`config.mk`:
```
export PLATFORM = sky130hd
export DESIGN_NAME = tape_record_frame_recognizer_unit
export DESIGN_NICKNAME = d
export VERILOG_FILES = /design/src/tfr_pkg.sv /design/src/tape_record_frame_recognizer_unit.sv
export SDC_FILE = /design/constraint.sdc
export NUM_CORES = 1
export LEC_CHECK = 0
export BUFFER_PORTS_ARGS = -buffer_cell sky130_fd_sc_hd__clkbuf_2
export CAP_MARGIN = 20
export CORE_MARGIN = 2
export CORE_UTILIZATION = 62
export DETAILED_ROUTE_END_ITERATION = 8
export PLACE_DENSITY_LB_ADDON = 0.08
export SYNTH_ARGS = -nofsm -noshare
export SYNTH_HDL_FRONTEND = slang
export SYNTH_SLANG_ARGS = --single-unit
export TNS_END_PERCENT = 50
```
`constraint.sdc`:
```
create_clock -name clk -period 5 [get_ports clk]
set_input_delay 0.25 -clock clk [delete_from_list [all_inputs] [get_ports clk]]
set_output_delay 0.25 -clock clk [all_outputs]
set_load 0.1 [all_outputs]
```
`src/tfr_pkg.sv`:
```
// Package with the item types, phase codes, event codes and limits of the tape frame recognizer.
package tfr_pkg;

  localparam logic [16:0] POS_MAX   = 17'h1FFFF;
  localparam logic [16:0] POS_START = 17'd2;
  localparam logic [16:0] POS_00    = 17'd18;
  localparam logic [16:0] POS_55    = 17'd34;
  localparam logic [16:0] POS_HEAD  = 17'd50;
  localparam logic [16:0] POS_LEN_L = 17'd54;
  localparam logic [16:0] POS_LEN_H = 17'd55;
  localparam logic [16:0] POS_HEND  = 17'd65;
  localparam logic [16:0] POS_BODY  = 17'd67;
  localparam logic [16:0] HEAD_LEN  = 17'd63;

  localparam logic [7:0] SYNC_FF = 8'hFF;
  localparam logic [7:0] SYNC_00 = 8'h00;
  localparam logic [7:0] SYNC_55 = 8'h55;

  localparam int unsigned EXT_BLOCK_WAIT_TICKS = 4096;
  localparam int unsigned EXT_BLOCK_GAP_TICKS  = 1024;
  localparam logic [15:0] WAIT_LOAD = 16'(EXT_BLOCK_WAIT_TICKS);
  localparam logic [15:0] GAP_LOAD  = 16'(EXT_BLOCK_GAP_TICKS);
  localparam logic [15:0] REWAIT_LOAD = 16'(EXT_BLOCK_WAIT_TICKS - EXT_BLOCK_GAP_TICKS);

  localparam logic CMD_BYTE = 1'b0;
  localparam logic CMD_TICK = 1'b1;

  localparam logic [2:0] EV_NONE   = 3'd0;
  localparam logic [2:0] EV_STORED = 3'd1;
  localparam logic [2:0] EV_SYNC   = 3'd2;
  localparam logic [2:0] EV_HEADER = 3'd3;
  localparam logic [2:0] EV_RECORD = 3'd4;
  localparam logic [2:0] EV_EXT    = 3'd5;
  localparam logic [2:0] EV_BUSY   = 3'd6;

  typedef enum logic [2:0] {
    PH_FF   = 3'd0,
    PH_00   = 3'd1,
    PH_55   = 3'd2,
    PH_HEAD = 3'd3,
    PH_BODY = 3'd4,
    PH_WAIT = 3'd5,
    PH_EXT  = 3'd6
  } phase_t;

  typedef struct packed {
    logic       command;
    logic [7:0] data_byte;
    logic       receiver_busy;
    logic       host_accepts;
  } in_item_t;

  typedef struct packed {
    logic [2:0]  event_res;
    logic [16:0] byte_index;
    logic [7:0]  stored_byte;
    logic [16:0] record_length;
  } out_item_t;

endpackage

```
`src/tape_record_frame_recognizer_unit.sv`:
```
// Tape save record frame recognizer: framing state machine with a registered, skid-buffered result.
//
// Each input item is either a transmitted byte or one tape half-clock tick, and each one yields
// exactly one result item. The framing state is updated in the cycle an item is accepted, and
// the result is written on the same edge to the output register, or to the skid register while
// out_stall holds it. A new item can be accepted in every cycle; the rate is set only by the
// output side, since a two-entry output stage (output register plus skid register) holds results
// while out_stall is high and in_stall rises only when both entries are full.
module tape_record_frame_recognizer_unit (
  input  logic               clk,
  input  logic               rst_n,
  input  logic               in_valid,
  output logic               in_stall,
  input  tfr_pkg::in_item_t  in_item,
  output logic               out_valid,
  input  logic               out_stall,
  output tfr_pkg::out_item_t out_item
);

  tfr_pkg::phase_t    phase_r, phase_nxt;
  logic [16:0]        position_r, position_nxt;
  logic [16:0]        body_end_r, body_end_nxt;
  logic [7:0]         length_low_r, length_low_nxt;
  logic [7:0]         length_high_r, length_high_nxt;
  logic [15:0]        gap_ticks_r, gap_ticks_nxt;

  logic               out_valid_r;
  tfr_pkg::out_item_t out_item_r;
  logic               skid_valid_r;
  tfr_pkg::out_item_t skid_item_r;

  tfr_pkg::out_item_t res;
  logic               accept;
  logic [16:0]        pos_bump;
  logic [15:0]        gap_dec;
  logic [15:0]        blen;
  logic               sync_err;

  assign in_stall  = skid_valid_r;
  assign accept    = in_valid && !skid_valid_r;
  assign out_valid = out_valid_r;
  assign out_item  = out_item_r;

  assign pos_bump = (position_r < tfr_pkg::POS_MAX) ? position_r + 17'd1 : position_r;
  assign gap_dec  = gap_ticks_r - 16'd1;

  always_comb begin
    phase_nxt       = phase_r;
    position_nxt    = position_r;
    body_end_nxt    = body_end_r;
    length_low_nxt  = length_low_r;
    length_high_nxt = length_high_r;
    gap_ticks_nxt   = gap_ticks_r;
    res             = '0;
    blen            = '0;
    sync_err        = 1'b0;
    if (in_item.command == tfr_pkg::CMD_BYTE) begin
      if (in_item.receiver_busy) begin
        phase_nxt     = tfr_pkg::PH_FF;
        position_nxt  = tfr_pkg::POS_START;
        res.event_res = tfr_pkg::EV_BUSY;
      end else begin
        res.byte_index  = position_r;
        res.stored_byte = in_item.data_byte;
        res.event_res   = tfr_pkg::EV_STORED;
        unique case (phase_r)
          tfr_pkg::PH_FF: begin
            if (in_item.data_byte == tfr_pkg::SYNC_FF) begin
              position_nxt = pos_bump;
              if (pos_bump == tfr_pkg::POS_00) begin
                phase_nxt = tfr_pkg::PH_00;
              end
            end else begin
              sync_err = 1'b1;
            end
          end
          tfr_pkg::PH_00: begin
            if (in_item.data_byte == tfr_pkg::SYNC_00) begin
              position_nxt = pos_bump;
              if (pos_bump == tfr_pkg::POS_55) begin
                phase_nxt = tfr_pkg::PH_55;
              end
            end else begin
              sync_err = 1'b1;
            end
          end
          tfr_pkg::PH_55: begin
            if (in_item.data_byte == tfr_pkg::SYNC_55) begin
              position_nxt = pos_bump;
              if (pos_bump == tfr_pkg::POS_HEAD) begin
                phase_nxt = tfr_pkg::PH_HEAD;
              end
            end else begin
              sync_err = 1'b1;
            end
          end
          tfr_pkg::PH_HEAD: begin
            if (position_r == tfr_pkg::POS_LEN_L) begin
              length_low_nxt = in_item.data_byte;
            end
            if (position_r == tfr_pkg::POS_LEN_H) begin
              length_high_nxt = in_item.data_byte;
            end
            position_nxt = pos_bump;
            if (pos_bump == tfr_pkg::POS_HEND) begin
              blen              = {length_high_nxt, length_low_nxt} + 16'd2;
              position_nxt      = tfr_pkg::POS_BODY;
              body_end_nxt      = tfr_pkg::POS_BODY + {1'b0, blen};
              phase_nxt         = tfr_pkg::PH_BODY;
              res.event_res     = tfr_pkg::EV_HEADER;
              res.record_length = tfr_pkg::HEAD_LEN;
            end
          end
          tfr_pkg::PH_BODY: begin
            position_nxt = pos_bump;
            if (pos_bump == body_end_r) begin
              res.event_res     = tfr_pkg::EV_RECORD;
              res.record_length = {1'b0, 16'(body_end_r - tfr_pkg::POS_BODY)};
              phase_nxt         = tfr_pkg::PH_WAIT;
              position_nxt      = tfr_pkg::POS_START;
              gap_ticks_nxt     = tfr_pkg::WAIT_LOAD;
            end
          end
          tfr_pkg::PH_WAIT, tfr_pkg::PH_EXT: begin
            phase_nxt     = tfr_pkg::PH_EXT;
            position_nxt  = pos_bump;
            gap_ticks_nxt = tfr_pkg::GAP_LOAD;
          end
          default: begin
            sync_err = 1'b1;
          end
        endcase
        if (sync_err) begin
          res.event_res = tfr_pkg::EV_SYNC;
          phase_nxt     = tfr_pkg::PH_FF;
          position_nxt  = tfr_pkg::POS_START;
        end
      end
    end else begin
      if (phase_r == tfr_pkg::PH_WAIT) begin
        gap_ticks_nxt = gap_dec;
        if (gap_dec == 16'd0) begin
          if (position_r > tfr_pkg::POS_START) begin
            res.event_res     = tfr_pkg::EV_EXT;
            res.record_length = position_r - tfr_pkg::POS_START;
          end
          phase_nxt    = tfr_pkg::PH_FF;
          position_nxt = tfr_pkg::POS_START;
        end
      end else if (phase_r == tfr_pkg::PH_EXT) begin
        gap_ticks_nxt = gap_dec;
        if (gap_dec == 16'd0) begin
          res.event_res     = tfr_pkg::EV_EXT;
          res.record_length = position_r - tfr_pkg::POS_START;
          if (in_item.host_accepts) begin
            phase_nxt     = tfr_pkg::PH_WAIT;
            position_nxt  = tfr_pkg::POS_START;
            gap_ticks_nxt = tfr_pkg::REWAIT_LOAD;
          end else begin
            phase_nxt    = tfr_pkg::PH_FF;
            position_nxt = tfr_pkg::POS_START;
          end
        end
      end
    end
  end

  always_ff @(posedge clk) begin
    if (!rst_n) begin
      phase_r       <= tfr_pkg::PH_FF;
      position_r    <= tfr_pkg::POS_START;
      body_end_r    <= '0;
      length_low_r  <= '0;
      length_high_r <= '0;
      gap_ticks_r   <= '0;
    end else if (accept) begin
      phase_r       <= phase_nxt;
      position_r    <= position_nxt;
      body_end_r    <= body_end_nxt;
      length_low_r  <= length_low_nxt;
      length_high_r <= length_high_nxt;
      gap_ticks_r   <= gap_ticks_nxt;
    end
  end

  always_ff @(posedge clk) begin
    if (!rst_n) begin
      out_valid_r  <= 1'b0;
      skid_valid_r <= 1'b0;
    end else if (!out_valid_r || !out_stall) begin
      if (skid_valid_r) begin
        out_valid_r  <= 1'b1;
        skid_valid_r <= 1'b0;
      end else begin
        out_valid_r <= accept;
      end
    end else if (accept) begin
      skid_valid_r <= 1'b1;
    end
  end

  always_ff @(posedge clk) begin
    if (!out_valid_r || !out_stall) begin
      if (skid_valid_r) begin
        out_item_r <= skid_item_r;
      end else if (accept) begin
        out_item_r <= res;
      end
    end else if (accept) begin
      skid_item_r <= res;
    end
  end

`ifndef SYNTH
  a_skid_implies_out: assert property (@(posedge clk) disable iff (!rst_n)
    skid_valid_r |-> out_valid_r)
    else $error("Skid register holds an item while the output register is empty.");

  a_position_floor: assert property (@(posedge clk) disable iff (!rst_n)
    position_r >= tfr_pkg::POS_START)
    else $error("Byte position fell below the start of the buffer.");

  a_head_range: assert property (@(posedge clk) disable iff (!rst_n)
    (phase_r == tfr_pkg::PH_HEAD) |->
      (position_r >= tfr_pkg::POS_HEAD && position_r < tfr_pkg::POS_HEND))
    else $error("Header phase with a position outside the header.");

  a_busy_restart: assert property (@(posedge clk) disable iff (!rst_n)
    (accept && in_item.command == tfr_pkg::CMD_BYTE && in_item.receiver_busy) |=>
      (phase_r == tfr_pkg::PH_FF && position_r == tfr_pkg::POS_START))
    else $error("A byte during playback did not restart framing.");
`endif

endmodule

```
* Word level (Yosys, flattened, before mapping)
Index checks and enable logic that the tools add are counted.
** Storage, ports and cells
- Bits in read-only memories :: 0
- Flip-flop bits (word level) :: 161
- Memories kept :: 0
- Latch bits :: 0
- Output and inout bits :: 47
- Bits in writable memories :: 0
** Cells by class
- Divide/modulo/power cells :: 0
- Equal/unequal tests :: 27
- Shift operators :: 0
- Reduce and logical (&&, ||, !) cells :: 21
- Add/sub/neg operators :: 6
- Mux-type cells :: 77
- Bitwise operators :: 4
- Order comparisons :: 2
- Multipliers :: 0
** Operators by type and width (count)
- 17-bit two-way mux :: 18
- 16-bit two-way mux :: 8
- 17-bit one-hot mux with 6 select lines :: 1
- 45-bit two-way mux :: 2
- 3-bit two-way mux :: 25
- 17-bit by 6-bit == test with 1-bit output (second input constant) :: 4
- 8-bit two-way mux :: 8
- 16-bit one-hot mux with 2 select lines :: 2
- 42-bit two-way mux :: 1
- 5-bit != test (second input constant) :: 8
- 25-bit two-way mux :: 1
- 3-bit one-hot mux with 6 select lines :: 1
- 17-bit by 1-bit adder with 17-bit output (second input constant) :: 1
- 7-bit by 16-bit adder with 17-bit output (first input constant) :: 1
- 17-bit == test :: 1
- 17-bit by 5-bit == test with 1-bit output (second input constant) :: 1
- 17-bit by 7-bit == test with 1-bit output (second input constant) :: 1
- 17-bit by 2-bit greater-than comparator with 1-bit output (second input constant) :: 1
- 17-bit < comparator (second input constant) :: 1
- 17-bit by 2-bit subtractor with 17-bit output (second input constant) :: 1
- 16-bit by 2-bit adder with 16-bit output (second input constant) :: 1
- 16-bit zero test :: 1
- 16-bit by 1-bit subtractor with 16-bit output (second input constant) :: 1
- 16-bit by 7-bit subtractor with 16-bit output (second input constant) :: 1
- other kinds (29) :: 46

* Depth between registers and ports, before layout
Gate-level depths: netlist of run 1.
- Depth in word-level cells :: 10
- Mapped depth :: 20
- Mapped depth without buffers :: 17

* Worst setup path after synthesis of run 1
OpenSTA, ideal clock, no wires.
- Kind :: register to register
- Start :: reg skid_valid_r, in the netlist in_stall
- End :: reg out_item_r, in the netlist out_item[0], enable pin
- Period minus slack after synthesis :: 4.108 ns
- Required time :: 4.538 ns
- Path buffers :: 1
- Library setup time :: 0.462 ns
- Setup slack :: 0.892 ns
- Arrival time :: 3.646 ns
- Cell stages (with the launch flop) :: 4
- Cells stage by stage :: dfxtp_1 > clkbuf_1 > nor2_1 > a21oi_1
** Between the ends
- Cells in the longest elaborated chain, start to end :: 4
** RTL lines
- start: declaration :: line tape_record_frame_recognizer_unit.sv:29 : logic skid_valid_r;
- start signal: assignment :: line tape_record_frame_recognizer_unit.sv:189 : skid_valid_r <= 1'b0;
- start signal: assignment :: line tape_record_frame_recognizer_unit.sv:193 : skid_valid_r <= 1'b0;
- start signal: assignment :: line tape_record_frame_recognizer_unit.sv:198 : skid_valid_r <= 1'b1;
- 1-bit zero test :: line tape_record_frame_recognizer_unit.sv:40 : assign accept = in_valid && !skid_valid_r;
- 1-bit logical AND :: line tape_record_frame_recognizer_unit.sv:40
- 2-bit nonzero test (no source line) *
- 2-bit AND reduction (no source line) *
- end signal: assignment :: line tape_record_frame_recognizer_unit.sv:205 : out_item_r <= skid_item_r;
- end signal: assignment :: line tape_record_frame_recognizer_unit.sv:207 : out_item_r <= res;
- end: declaration :: line tape_record_frame_recognizer_unit.sv:28 : tfr_pkg::out_item_t out_item_r;
Every way passes the cells marked *; elsewhere a longest branch is shown, timed or not.
A chain may end at the register's enable or synchronous reset.

* Worst setup path after layout of run 1
- Start :: reg position_r[10]
- End :: reg body_end_r[16]
** Between the ends
- Cells in the longest elaborated chain, start to end :: 7
- Elaborated cells on any way between the ends :: 17
- Classes of those cells :: 3 x add/sub; 1 x order compare; 3 x eq/ne; 9 x mux; 1 x reduce/logical
** RTL lines
- start: declaration :: line tape_record_frame_recognizer_unit.sv:21 : logic [16:0] position_r, position_nxt;
- start signal: assignment :: line tape_record_frame_recognizer_unit.sv:171 : position_r <= tfr_pkg::POS_START;
- start signal: assignment :: line tape_record_frame_recognizer_unit.sv:178 : position_r <= position_nxt;
- 17-bit by 6-bit == test with 1-bit output, on equally long branches :: line tape_record_frame_recognizer_unit.sv:98, tape_record_frame_recognizer_unit.sv:101
- 8-bit two-way mux, on equally long branches :: line tape_record_frame_recognizer_unit.sv:98, tape_record_frame_recognizer_unit.sv:101
- 8-bit two-way mux :: line tape_record_frame_recognizer_unit.sv:66 : unique case (phase_r)
- 8-bit two-way mux :: line tape_record_frame_recognizer_unit.sv:58 : if (in_item.receiver_busy) begin
- 8-bit two-way mux :: line tape_record_frame_recognizer_unit.sv:57 : if (in_item.command == tfr_pkg::CMD_BYTE) begin
- 16-bit by 2-bit adder with 16-bit output :: line tape_record_frame_recognizer_unit.sv:106 : blen = {length_high_nxt, length_low_nxt} + 16'd2;
- 7-bit by 16-bit adder with 17-bit output :: line tape_record_frame_recognizer_unit.sv:108 : body_end_nxt = tfr_pkg::POS_BODY + {1'b0, blen};
- end signal: assignment :: line tape_record_frame_recognizer_unit.sv:179 : body_end_r <= body_end_nxt;
- end: declaration :: line tape_record_frame_recognizer_unit.sv:22 : logic [16:0] body_end_r, body_end_nxt;
Parallel ways exist; a longest one is shown, timed or not. The select of a mux whose other input is x is not followed.

==> out/qor.csv, run 1 <==
metric,value,unit
outcome,"complete, no violations",
"critical path fanouts, max",13,
CTS tree,yes,
Total GRT Usage,30.4,%
min-delay src,in_item[4],
ANT nets after route,0,
die height,129,um
wl on met1,10.8,mm
die span in x,129,um
1st-pass router iterations,5,
postcts setup bufs,0,
Post-Syn Instances,1035,
Num Clock Sinks,161,
Worst Setup SP,position_r[10],
"Hold Vio Cnt, Final",0,
Initial DRC Count,772,
drt drc,0,
VDD IR max,196,uV
global route total overflow,0,
vias,8037,
routability cong.,0.973,
Max Cap Viol,0,
vias in the first global route,7295,
Resized Gates After CTS,0,
Peak Freq,228,MHz
reg2reg path depth,16,
initial antenna violation count,0,
Clock Latency Late Sink,0.43,ns
clk buf depth,2,
HP Class,primary input to flop,
final design utilization,69.9,%
asr flop ratio synth,0,%
kind of critical path,flop to flop,
Final period util,87.9,%
"Slew Viols, Final",0,
cell count of the worst hold path,3,
Worst setup SP type,flop,
Hold Worst Slack,0.136,ns
TritonCTS Buffers,17,
CTS root buffer,clkbuf_16,
detailed placement HPWL,17.0,mm
top layer in use,met4,
met2 wire len,11.3,mm
setup violators final,0,
slew margin rel.,31.5,%
Clock Skews,0.00963,ns
vias per inst,6.36,
IO buf count,61,
number of fill cells,1197,
"Warnings, synthesis",0,
Layout Nets,1088,
P_leak,3.95,nW
Synth-to-Final Area Change,10.3,%
Multi-input gate area,0.00516,mm2
register area share after synthesis,42.8,%
Initial Util,63.4,%
Post-synth EDFFs,90,
CTS H-Tree Depth,4,
CORE AREA,0.0152,mm2
Post-Route WL,24.4,mm
Post-synth top flop,edfxtp_1,
Final TNS setup,0,ns
reg2reg start,position_r[10],
Synth Net Count,1061,
Synth cell types,78,
"Arr. time, crit path",4.73,ns
Worst Setup End Kind,flop,
DR WL/cell,19.3,um
Worst-path clk slew,0.06,ns
Period minus WS final,4.39,ns
row count,45,
Avg Inst Size Synth,9.31,um2
RSZ-0062 raised after global routing,false,
Synth Register Bits,161,
Cell Pwr Density,286,mW/mm2
worst slew pin tran,1.03,ns
first-pass GRT wire length,39.2,mm
largest net degree at the start of global routing,56,
Required @ worst endpoint,5.34,ns
DIE AREA,0.0166,mm2
detailed route wirelength on metal3,1.55,mm
# IOs,62,
proportion of layout cells with a drive suffix above 1,16.6,%
synthesized area,0.00964,mm2
Sequential cell area,0.00412,mm2
hold_buf cts,0,
Antenna Cells,0,
## power breakdown
group,switching [mW],total (mW),internal (mW)
registers,0.0112,1.44,1.43
logic,0.246,0.288,0.0419
clock network,0.534,1.32,0.782
total,0.791,3.04,2.25
## through the flow
| step | worst slack, ns | std cells | total power, mW | area (um2) |
|---|---|---|---|---|
| 5_1_grt | 0.136 | 1263 | 3.12 | 10600 |
| 4_1_cts | 0.636 | 1262 | 3.05 | 10600 |
| 3_3_place_gp | 0.813 | 1230 | 1.75 | 10000 |
| 3_5_place_dp | 0.666 | 1230 | 1.75 | 10000 |
| 6_report | 0.607 | 1263 | 3.04 | 10600 |
| 2_1_floorplan | 0.892 | 1035 | 1.70 | 9640 |
## kinds of logic after synthesis
logic type               synth area share, %
XOR/XNOR                                8.41
multiplexers                            7.04
AND/OR/NAND/NOR                         22.2
adder cells (fa/ha/maj)                 1.43
AO/OA/AOI/OAI                           14.2
buffers and inverters                   3.92
flip-flops                              42.8
## cell usage in the layout, fill, tap and decap left out, types with 5 or more instances in the layout
master	count
clkbuf_2	61
edfxtp_1	90
or2_2	5
nor3_1	30
a21oi_1	48
o21a_1	7
o221ai_1	5
a211oi_1	11
xor2_1	38
o21ai_0	33
a22oi_1	8
nand2_1	99
o21ai_1	5
ha_1	11
nand3_1	38
or3_1	9
and3_1	9
nor2_1	96
mux2i_1	25
o211ai_1	6
o22ai_1	16
dfxtp_1	71
nand4_1	16
or4_1	10
a31oi_1	20
nor2b_1	10
and2_1	23
o31ai_1	10
nand2b_1	10
mux2_2	38
nor4_1	18
xnor2_1	52
inv_1	23
clkbuf_16	18
buf_4	13
## flip-flops by register name, summed over array words and instances, names as in the netlist
| name | flops |
|---|---|
| length_high_r | 8 |
| skid_item_r | 45 |
| out_item | 45 |
| gap_ticks_r | 16 |
| position_r | 17 |
| length_low_r | 8 |
| body_end_r | 17 |
| phase_r | 3 |
| out_valid | 1 |
| in_stall | 1 |
## cells in the mapped netlist, drive strengths merged, types with 33 or more instances
| cell type | count | area (um2) |
|---|---|---|
| a21oi | 50 | 254 |
| nand2 | 100 | 378 |
| o21ai | 41 | 216 |
| nor3 | 33 | 193 |
| nor2 | 98 | 368 |
| xnor2 | 52 | 455 |
| mux2 | 38 | 428 |
| nand3 | 38 | 190 |
| clkbuf | 41 | 154 |
| dfxtp | 71 | 1420 |
| edfxtp | 90 | 2700 |
| xor2 | 38 | 333 |
## critical path: stages, from the launching register on
cell and delay (ns):
dfxtp_1 0.46, nor4_2 0.54, and4_1 0.44, nand2_1 0.17, mux2i_1 0.19, inv_1 0.13, ha_1 0.28, nand3_1 0.16
nor2_1 0.21, nand4_1 0.20, a22oi_1 0.27, xor2_1 0.13, nor3_1 0.37, nand4_1 0.22, nor4_1 0.21, nand3_1 0.13
a21oi_1 0.18
## cell type report
class | instances | share of cell area, %
Multi-Input combinational cell | 782 | 48.5
Sequential cell | 161 | 38.8
Clock buffer | 21 | 4.44
Timing Repair Buffer | 75 | 3.93
Tap cell | 188 | 2.21
Clock inverter | 11 | 1.20
Inverter | 25 | 0.883
## final timing paths
| kind | to | slack (ns) |
|---|---|---|
| worst max-delay path | body_end_r[16] | 0.61 |
| worst min-delay path | length_high_r[2] | 0.14 |
| worst max register to register | body_end_r[16] | 0.61 |
| worst min register to register | length_high_r[7] | 0.47 |
## layer usage
layer,track usage [%],vias up
met1,42.9,3823
met5,0,-
met3,5.32,53
li1,-,3848
met4,12.4,0
met2,46.8,313
(Power assumes the default switching activity.)
==> inputs of run 2 (changes only) <==
--- a/config.mk
+++ b/config.mk
@@ -5,11 +5,13 @@
 export SDC_FILE = /design/constraint.sdc
 export NUM_CORES = 1
 export LEC_CHECK = 0
+export ABC_AREA = 1
 export BUFFER_PORTS_ARGS = -buffer_cell sky130_fd_sc_hd__clkbuf_2
 export CAP_MARGIN = 20
 export CORE_MARGIN = 2
 export CORE_UTILIZATION = 62
 export DETAILED_ROUTE_END_ITERATION = 8
+export HOLD_SLACK_MARGIN = 0.05
 export PLACE_DENSITY_LB_ADDON = 0.08
 export SYNTH_ARGS = -nofsm -noshare
 export SYNTH_HDL_FRONTEND = slang
==> out/qor.csv, run 2 <==
metric,value,unit,change
Worst-path clk slew,0.07,ns,about the same
setup violators final,0,,unchanged
Synth cell types,45,,-42%
WHS Endpoint,out_valid,,
Final TNS setup,0,ns,unchanged
largest net degree at the start of global routing,63,,+13%
synthesized area,0.0107,mm2,+11%
vias per inst,5.67,,-11%
HP Class,primary input to flop,,
Post-Synth XOR/XNOR Area,4.23,%,-4.2 points
vias in the first global route,9266,,+27%
Peak Freq,280,MHz,+23%
ANT nets after route,0,,unchanged
Num Clock Sinks,161,,unchanged
reg2reg path depth,18,,+2
DIE AREA,0.0184,mm2,+11%
"critical path fanouts, max",29,,+16
die span in x,135,um,+5.3%
DR WL/cell,16.5,um,-15%
fin area,0.0117,mm2,+9.6%
slew margin rel.,24.2,%,-7.3 points
# IOs,62,,unchanged
postcts setup bufs,0,,unchanged
kind of critical path,flop to flop,,
Synth top area share,25.2,%,-2.8 points
Post-synth EDFFs,90,,unchanged
met2 wire len,13.4,mm,+19%
CTS root buffer,clkbuf_16,,
Post-Route WL,29.7,mm,+22%
Clock Skews,0.0124,ns,+0.00276 ns
worst flop-to-flop path endpoint,gap_ticks_r[10],,
"Arr. time, crit path",3.94,ns,-0.79 ns
CP max stage cell,dfxtp_1,,
routability cong.,1.03,,+6.1%
register area share after synthesis,38.5,%,-4.3 points
reg2reg start,position_r[0],,
Sequential cell area,0.00412,mm2,unchanged
CORE AREA,0.0171,mm2,+13%
Total GRT Usage,33.4,%,+2.9 points
worst slew pin tran,1.13,ns,+0.102 ns
die height,135,um,+5.3%
Layout Nets,1592,,+46%
Worst setup SP type,flop,,
Synth Register Bits,161,,unchanged
Final period util,71.4,%,-16 points
CTS H-Tree Depth,4,,unchanged
P_leak,5.42,nW,+37%
Initial DRC Count,1060,,+37%
Initial Util,62.6,%,-0.76 points
detailed route wirelength on metal3,2.41,mm,+56%
VDD IR max,229,uV,+17%
first-pass GRT wire length,47.8,mm,+22%
hold_buf cts,0,,unchanged
Synth Net Count,1562,,+47%
CP Cell Sequence,"ha_1, nand3_2, nor2_2, xor2_2, nand2_1, nand2_1, nand2_1, nor2_1, nand2_1, nor2_1, nand3_1, nand2_2, nand2_1, nand2_2, nand2_1, nand2_1, nand2_1, nor2_1",,
1st-pass router iterations,6,,+1
Area contributors post-synth,"edfxtp_1 25%, nand2_1 15%, dfxtp_1 13%, nor2_1 6.7%, inv_1 6.6%",,
Required @ worst endpoint,5.37,ns,+0.03 ns
top layer in use,met4,,
vias,10200,,+27%
drt drc,0,,unchanged
row count,48,,+6.7%
proportion of layout cells with a drive suffix above 1,13.4,%,-3.1 points
post-place instance area,0.0111,mm2,+11%
Simple-Gate Fraction of Synth Area,38.2,%,+16 points
"commonest cells after routing, fill and taps aside","432 x nand2_1, 188 x inv_1, 188 x nor2_1",,
Worst path max stage delay,0.60,ns,+0.06 ns
largest family of logic cells by synthesized area,simple AND/OR/NAND/NOR gates,,
post-synthesis mux area share,0,%,-7.0 points
Avg Inst Size Synth,6.98,um2,-25%
TritonCTS Buffers,17,,unchanged
clk buf depth,2,,unchanged
cell count of the worst hold path,3,,unchanged
post-synthesis adder-cell area fraction,1.28,%,-0.14 points
initial antenna violation count,0,,unchanged
Resized Gates After CTS,0,,unchanged
global route total overflow,0,,unchanged
number of fill cells,1539,,+29%
wl on met1,12.8,mm,+18%
Clock Latency Late Sink,0.44,ns,about the same
min-delay src,in_valid,,
Post-Syn Instances,1536,,+48%
"commonest non-fill, non-tap cell in the layout",nand2_1,,
CTS tree,yes,,
IO buf count,61,,unchanged
Cell Pwr Density,271,mW/mm2,-5.1%
leading area contributor after synthesis,edfxtp_1,,
Antenna Cells,0,,unchanged
detailed placement HPWL,22.3,mm,+31%
"Slew Viols, Final",0,,unchanged
Worst Setup End Kind,flop,,
Max Cap Viol,0,,unchanged
Synth-to-Final Area Change,8.70,%,
RSZ-0062 raised after global routing,false,,
Multi-input gate area,0.00557,mm2,+7.9%
"Hold Vio Cnt, Final",0,,unchanged
reg2reg setup slack,1.43,ns,+0.82 ns
asr flop ratio synth,0,%,unchanged
top-count cell post-synth,nand2_1,,
outcome,"complete, no violations",,
"Warnings, synthesis",0,,unchanged
Post-synth top flop,edfxtp_1,,
Period minus WS final,3.57,ns,-0.824 ns
Synth top cells by count,"432 x nand2_1, 190 x nor2_1, 188 x inv_1, 129 x nand3_1, 90 x edfxtp_1",,
Synth Area in Compound Gates,8.01,%,-6.2 points
crit-path most repeated cell,nand2_1,,
==> run 2: routing by layer <==
metal / track usage [%] / vias to the layer above
met2: 52.4 / 466
met4: 13.1 / 0
li1: - / 5011
met5: 0 / -
met1: 45.8 / 4678
met3: 6.29 / 70
==> run 2: layout make-up <==
type	count	area share [%]
multi-input cells	1120	47.8
clock inverters	14	1.31
clock buffers	17	3.65
well taps	225	2.42
inverters	198	6.38
flip-flops and latches	161	35.4
repair buffers	68	3.07
==> run 2: critical path: cells and delay by family, from the launching register on <==
family | cells | cell delay, ns
XOR/XNOR | 1 | 0.30
adder cells (fa/ha/maj) | 1 | 0.36
flip-flops | 1 | 0.60
AND/OR/NAND/NOR | 16 | 2.21
==> run 2: report_power, final <==
group          total [mW]  internal [mW]  switching, mW
sequential           1.45           1.43         0.0143
clock                1.30          0.700          0.596
combinational       0.422         0.0750          0.347
total                3.16           2.21          0.958
==> run 2: logic make-up after synthesis <==
logic type | after synthesis
adders and majority gates | 11
buffers and inverters | 255
and+or+nand+nor | 912
xor gates and xnor gates | 50
AOI/OAI and AO/OA | 147
DFF | 161
==> run 2: worst max-delay path by stage <==
stage                        from  depth (start not counted)  slack [ns]         endpoint
floorplan                in_stall                          3        0.87      out_item[0]
global placement    position_r[0]                         18        1.48  gap_ticks_r[10]
detailed placement  position_r[0]                         18        1.47  gap_ticks_r[10]
CTS                 position_r[0]                         18        1.44  gap_ticks_r[10]
global route        position_r[0]                         18        1.04  gap_ticks_r[15]
finish              position_r[0]                         18        1.43  gap_ticks_r[10]
==> run 2: stage by stage <==
step	total power [mW]	hold slack, ns	worst slack [ns]	utilization [%]	instances
final	3.16	0.139	1.43	68.1	1803
after global routing	3.25	0.149	1.04	68.1	1803
after CTS	3.17	0.138	1.44	68.1	1803
after detailed placement	1.89	0.481	1.47	64.7	1772
after global placement	1.89	0.479	1.48	64.7	1772
after floorplan	1.81	0.421	0.875	-	1536
==> inputs of run 3 (changes only) <==
==> constraint.sdc (replaced) <==
create_clock -name clk -period 3.4 [get_ports clk]
set_input_delay 0.17 -clock clk [delete_from_list [all_inputs] [get_ports clk]]
set_output_delay 0.17 -clock clk [all_outputs]
set_load 0.1 [all_outputs]
==> out/qor.csv, run 3 (same netlist as run 2, synthesis figures left out) <==
metric,value,unit,change
Final period util,94.2,%,+23 points
Max Cap Viol,0,,unchanged
Clock Skews,0.0124,ns,-0.0000269 ns
"critical path fanouts, max",9,,-69%
hold_buf cts,0,,unchanged
die height,135,um,unchanged
wl on met1,12.8,mm,+0.20%
Peak Freq,312,MHz,+11%
1st-pass router iterations,6,,unchanged
switching share of power,32.1,%,+1.8 points
slew margin rel.,36.8,%,+13 points
detailed route wirelength on metal3,2.66,mm,+10%
vias per inst,5.76,,+1.5%
# IOs,62,,unchanged
reg2reg path depth,16,,-2
DIE AREA,0.0184,mm2,unchanged
Clock Latency Late Sink,0.45,ns,about the same
WHS Endpoint,out_valid,,
Num Clock Sinks,161,,unchanged
worst flop-to-flop path endpoint,out_item[1],,
vias in the first global route,9500,,+2.5%
drt drc,0,,unchanged
Post-Route WL,31.0,mm,+4.4%
"commonest non-fill, non-tap cell in the layout",nand2_1,,
HP Class,primary input to flop,,
Layout Nets,1614,,+1.4%
"commonest cells after routing, fill and taps aside","432 x nand2_1, 188 x inv_1, 188 x nor2_1",,
Period minus WS final,3.20,ns,-0.367 ns
Antenna Cells,0,,unchanged
P_leak,5.54,nW,+2.2%
first-pass GRT wire length,49.2,mm,+2.9%
reg2reg start,position_r[2],,
proportion of layout cells with a drive suffix above 1,14.9,%,+1.4 points
CORE AREA,0.0171,mm2,unchanged
"Hold Vio Cnt, Final",0,,unchanged
reg2reg setup slack,0.20,ns,-1.23 ns
vias,10500,,+2.8%
Initial DRC Count,1191,,+12%
"Arr. time, crit path",3.41,ns,-0.53 ns
Cell Pwr Density,401,mW/mm2,+48%
Total GRT Usage,34.3,%,+0.95 points
met2 wire len,14.3,mm,+6.2%
CTS H-Tree Depth,4,,unchanged
"Slew Viols, Final",0,,unchanged
cell count of the worst hold path,3,,unchanged
die span in x,135,um,unchanged
row count,48,,unchanged
sequential share of power,44.6,%,-1.1 points
routability cong.,1.05,,+1.8%
clock power share,42.2,%,+1.2 points
TritonCTS Buffers,17,,unchanged
kind of critical path,flop to flop,,
min-delay src,in_valid,,
setup violators final,0,,unchanged
global route total overflow,0,,unchanged
final design utilization,69.4,%,+1.3 points
clk buf depth,2,,unchanged
CTS root buffer,clkbuf_16,,
Initial Util,62.6,%,unchanged
Synth-to-Final Area Change,10.8,%,
net switching power,1.53,mW,+59%
Internal Power,3.23,mW,+46%
Worst setup SP type,flop,,
top layer in use,met4,,
largest net degree at the start of global routing,63,,unchanged
Logic pwr share,13.1,%,-0.2 points
post-place setup slack,0.120,ns,-1.35 ns
Worst Setup End Kind,flop,,
IO buf count,61,,unchanged
VDD IR max,352,uV,+54%
ANT nets after route,0,,unchanged
Worst-path clk slew,0.08,ns,about the same
detailed placement HPWL,23.4,mm,+5.1%
postcts setup bufs,0,,unchanged
fin worst setup slack,0.197,ns,-1.23 ns
Required @ worst endpoint,3.61,ns,-1.76 ns
outcome,"complete, no violations",,
DR WL/cell,17.0,um,+3.1%
CTS tree,yes,,
worst slew pin tran,0.946,ns,-0.182 ns
initial antenna violation count,0,,unchanged
[run 3: cell types whose count changed in the layout (fill, tap and decap cells not counted), moves of 2 or more]
cell	previous run	this run
buf_4	7	28
clkinv_8	2	5
dfxtp_1	71	68
dfxtp_2	0	3
inv_12	0	2
inv_6	4	2
inv_8	1	4
[run 3: how the worst max path moves through the flow]
stage / slack, ns / startpoint / end / depth (start not counted)
floorplan: -0.16 / out_valid / skid_item_r[0] / 2
global placement: 0.20 / position_r[2] / gap_ticks_r[11] / 19
detailed placement: 0.12 / position_r[2] / gap_ticks_r[14] / 21
CTS: 0.1 / position_r[2] / gap_ticks_r[14] / 21
global route: -0.009 / position_r[2] / gap_ticks_r[4] / 21
finish: 0.20 / position_r[2] / out_item[1] / 16
[run 3: metrics by stage]
stage / TNS, ns / power [mW] / cells / hold WS (ns) / instance area [um2]
floorplan: -7.13 / 2.66 / 1536 / 0.349 / 10700
finish: 0 / 4.76 / 1826 / 0.0465 / 11900
global placement: 0 / 2.78 / 1794 / 0.474 / 11200
CTS: 0 / 4.75 / 1826 / 0.0526 / 11900
detailed placement: 0 / 2.79 / 1794 / 0.482 / 11200
global route: -0.00899 / 4.87 / 1826 / 0.0715 / 11900
[run 3: cell type report]
cell class,count,area (um2)
multi-input combinational,1120,5580
fill,1482,5240
sequential,161,4130
inverter,198,743
timing repair buffer,90,527
clock buffer,17,425
tap,225,282
clock inverter,15,194
[run 3: what timing repair did]
| action | CTS | global route |
|---|---|---|
| endpoints found under the setup margin | 0 | 44 |
| resized for setup | 0 | 7 |
| endpoints found under the hold margin | 0 | 0 |
[run 3: critical path: stages (launching register included)]
cell	delay, ns
dfxtp_2	0.44
ha_1	0.21
nand2_1	0.16
nor2_4	0.20
nand3_1	0.20
o21ai_0	0.39
inv_1	0.11
nand2_1	0.09
nor2_1	0.04
nand2_1	0.17
nor2_1	0.10
nand2_1	0.27
nand2_2	0.17
nand3_1	0.15
nand3_1	0.11
nand2_1	0.11
inv_1	0.04
[run 3: power groups by stage]
| stage | sequential, mW | clock, mW | combinational [mW] |
|---|---|---|---|
| after floorplan | 2.42 | 0 | 0.244 |
| after global routing | 2.13 | 2.08 | 0.667 |
| after global placement | 2.17 | 0 | 0.612 |
| after CTS | 2.12 | 2.00 | 0.621 |
| final | 2.12 | 2.01 | 0.625 |
| after detailed placement | 2.17 | 0 | 0.618 |
[run 3: routing by layer]
layer	global-route usage [%]	vias up
met5	0	-
met4	13.9	0
met3	4.49	85
met2	55.3	564
met1	47.0	4795
li1	-	5070
